<file path="src/sv/aes_ram.sv">
`timescale 1ns / 1ps
`default_nettype none
// ----------------------------------------------------------------------------
// aes_ram: generic single-port synchronous RAM
// One write and one read of the same address per cycle; read data registered.
// ----------------------------------------------------------------------------
module aes_ram #(
	parameter int WIDTH = 128,
	parameter int DEPTH = 15
) (
	input  wire logic                     clk,
	input  wire logic                     we,
	input  wire logic [$clog2(DEPTH)-1:0] addr,
	input  wire logic [WIDTH-1:0]         wdata,
	output logic      [WIDTH-1:0]         rdata
);
	logic [WIDTH-1:0] mem_q [DEPTH];

	always_ff @(posedge clk) begin
		if (we)
			mem_q[addr] <= wdata;
		rdata <= mem_q[addr];
	end
endmodule
`default_nettype wire

</file>
<file path="config.mk">
export PLATFORM = sky130hd
export DESIGN_NAME = aes_ram
export DESIGN_NICKNAME = d
export VERILOG_FILES = /design/src/sv/aes_ram.sv
export SDC_FILE = /design/constraint.sdc
export NUM_CORES = 2
export LEC_CHECK = 0
export ABC_CLOCK_PERIOD_IN_PS = 14400
export BUFFER_PORTS_ARGS = -buffer_cell sky130_fd_sc_hd__buf_2
export CORE_MARGIN = 2
export CORE_UTILIZATION = 61
export CTS_CLUSTER_DIAMETER = 30
export DETAILED_ROUTE_END_ITERATION = 10
export PLACE_DENSITY = 0.79
export SYNTH_ARGS = -nofsm -noshare
export SYNTH_HDL_FRONTEND = slang
export SYNTH_SLANG_ARGS = --single-unit
</file>
<file path="constraint.sdc">
create_clock -name clk -period 14.4 [get_ports clk]
set_input_delay 2.88 -clock clk [delete_from_list [all_inputs] [get_ports clk]]
set_output_delay 2.88 -clock clk [all_outputs]
set_load 0.02 [all_outputs]
</file>
==> results.md <==
- RSZ-0062 raised after global routing: no
- Top-area cell type share of the netlist area: 77.06%
- Die height: 354.2 um
- DIE WIDTH: 354.2 um
- Status: completed
- Worst hold path type: flop to flop
- Initial antenna violation count: 41
- Postcts setup bufs: 0
- Worst slew margin: 24.23%
- Worst EP required: 15.19 ns
- FF+latch count, synth: 2048
- First-pass GRT wire length: 263100 um
- Yosys warns: 0
- DRC viols: 0
- Main synth FF type: edfxtp_1
- GP Congestion: 0.7146
- Reg-to-Reg End: rdata[37]
- Synth cell types: 24
- Lkg Pwr: 30.21 nW
- Clk Latency, worst-skew pair: 0.92 ns
- Post-synth net total: 3418
- Worst path cell trace: buf_8 -> buf_4 -> buf_4 -> buf_4 -> buf_4 -> mux4_2 -> a22o_1 -> a221o_1
- Routed WL: 179900 um
- NetSw: 3.354 mW
- CP endpoint kind: flop
- Dominant cell type by area after synthesis: edfxtp_1
- Synthesized area per cell: 22.78 um2
- Storage cell area: 60220 um2
- Hold-critical path depth: 3
- Gr ovfl total: 0
- Tmin final: 7.059 ns
- I/O Buffers: 261
- CP dominant cell by count: buf_4
- CTS sink count: 2048
- Final setup violating endpoints: 0
- Sum Neg Setup Slack: 0 ns
- Worst path slowest cell: buf_4
- Sw Share: 21.44%
- Crit start category: input pin
- Die area: 125500 um2
- Finished Core Util: 73.75%
- PD cells: 174.3 nW/um2
- CP Max Fanout: 46
- Worst R2R Setup Slack: 12.73 ns
- Cts repair resizes: 0
- Reg2reg path depth: 3
- Vias in the first global route: 39252
- TritonRoute pass-1 iters: 5
- Sequential share of power: 43.1%
- CTS Buf Count: 346
- Hold Fails Final Rpt: 0
- Combinational Power Share: 4.0%
- H-tree levels: 5
- # fillers: 6332
- Share of post-route cells with drive strength above 1: 31.80%
- Starting Density: 61.47%
- Seq/Total Area, Yosys: 80.48%
- Worst-path clk slew: 0.05 ns
- R2R Path Start: mem_q[7][37]
- Syn Inst Count: 3284
- Layout area overhead: 19.97%
- Hold-fix buffers, CTS: 0
- CP max stage delay: 0.83 ns
- Final ANT Viol Nets: 0
- DR WL/cell: 31.58 um
- Root buffer cell: clkbuf_16
- Row Count: 128
- Synth area leaders: edfxtp_1, mux4_2, dfxtp_1, a221o_1, mux2i_1
- Clock share of power: 52.9%
- I/O pin cnt: 262
- Vias: 37197
- Crit Path Class: input pin to flop
- Slew of the pin with the lowest slew margin: 1.134 ns
- Setup Skew: 0.06751 ns
- EDFF count, synth: 1920
- Max Root-Sink Buffers: 4
- Total track usage: 29.06%
- HPWL after DPL: 77600 um
- Max cap viols: 0
- Max-slew violations: 0
- Top-count cell post-synth: edfxtp_1
- Largest net degree at the start of global routing: 108
- Core area: 121700 um2
- Post-synth ARST share: 0%
- Fmax achieved: 0.1417 GHz
- Multi-input logic area: 13750 um2
- Top cells by count, synth: edfxtp_1, mux4_2, nand2_1
- Nets: 3910
- Setup crit end: rdata[54]
- Cell Int Power: 12.29 mW
- Peak VDD IR: 0.1295 mV
- Fin crit share: 49.02%
- Vias per cell: 6.528
- CTS tree: yes
- CP Data Arrival Time: 7.85 ns
- DR iter-0 viols: 5142
- Synthesized area: 74820 um2
- CP Launch Point: addr[0]
[logic make-up after synthesis]
group	after synthesis	share of synthesized area [%]
AOI/OAI and AO/OA	384	4.067
buffers and inverters	186	1.316
DFF	2048	80.48
muxes	512	13.33
and+or+nand+nor	154	0.8077
[worst max-delay path: cells and delay by family]
family                 cells  cell delay (ns)
buffers and inverters      5             3.53
AO/OA/AOI/OAI              2             0.55
multiplexers               1             0.65
[flip-flops by register name (all words and copies together), names as in the netlist]
signal	flops
rdata	128
mem_q	1920
[power by group through the flow]
stage	Combinational (mW)	Sequential, mW	Clock, mW
after floorplan	0.331	6.89	0
after global placement	0.604	6.84	0
after detailed placement	0.618	6.85	0
after CTS	0.635	6.74	8.34
after global routing	0.668	6.74	8.61
final	0.631	6.74	8.28
[area by class of cell]
type                    instances  share of cell area [%]
repair buffers                330                   2.138
clock inverters               217                   3.025
clock buffers                 405                   10.11
well taps                    1625                   2.265
diodes                         23                 0.06412
flip-flops and latches       2048                   67.09
multi-input cells            1050                   15.31
[through the flow]
step	area (um2)	setup slack (ns)	cells	hold slack, ns	total power [mW]
after global placement	77920	6.475	5053	0.5656	7.443
after floorplan	74820	1.191	3284	0.5509	7.217
after global routing	89730	6.930	5685	0.6155	16.02
final	89760	7.341	5698	0.5772	15.65
after CTS	89700	7.217	5675	0.5745	15.72
after detailed placement	77920	6.392	5053	0.5776	7.464
[metal layers]
metal | GRT usage, % | vias up | routed length (um)
met3 | 7.763 | 351 | 18950
met5 | 0 | - | 232
met1 | 38.85 | 19468 | 65250
met4 | 10.08 | 36 | 4703
li1 | - | 15042 | -
met2 | 47.02 | 2300 | 90810
[worst min-delay path by stage]
stage | start | end | slack (ns)
6_report | mem_q[14][115] | rdata[115] | 0.58
5_1_grt | mem_q[14][16] | rdata[16] | 0.62
4_1_cts | mem_q[14][115] | rdata[115] | 0.57
3_5_place_dp | mem_q[14][102] | rdata[102] | 0.58
3_3_place_gp | mem_q[14][1] | rdata[1] | 0.57
2_1_floorplan | mem_q[14][126] | rdata[126] | 0.55
[cell usage in the layout, fill, tap and decap left out, types with 38 or more instances in the layout]
| cell type | n |
|---|---|
| clkinv_2 | 38 |
| edfxtp_1 | 1920 |
| bufinv_16 | 46 |
| a221o_1 | 128 |
| o21ai_0 | 78 |
| nand2_1 | 131 |
| inv_6 | 38 |
| dfxtp_1 | 128 |
| mux2i_1 | 128 |
| mux4_2 | 373 |
| buf_4 | 63 |
| buf_2 | 259 |
| a22o_1 | 128 |
| clkbuf_16 | 349 |
| o21ai_1 | 50 |
| clkbuf_1 | 43 |
(Power assumes the default switching activity.)
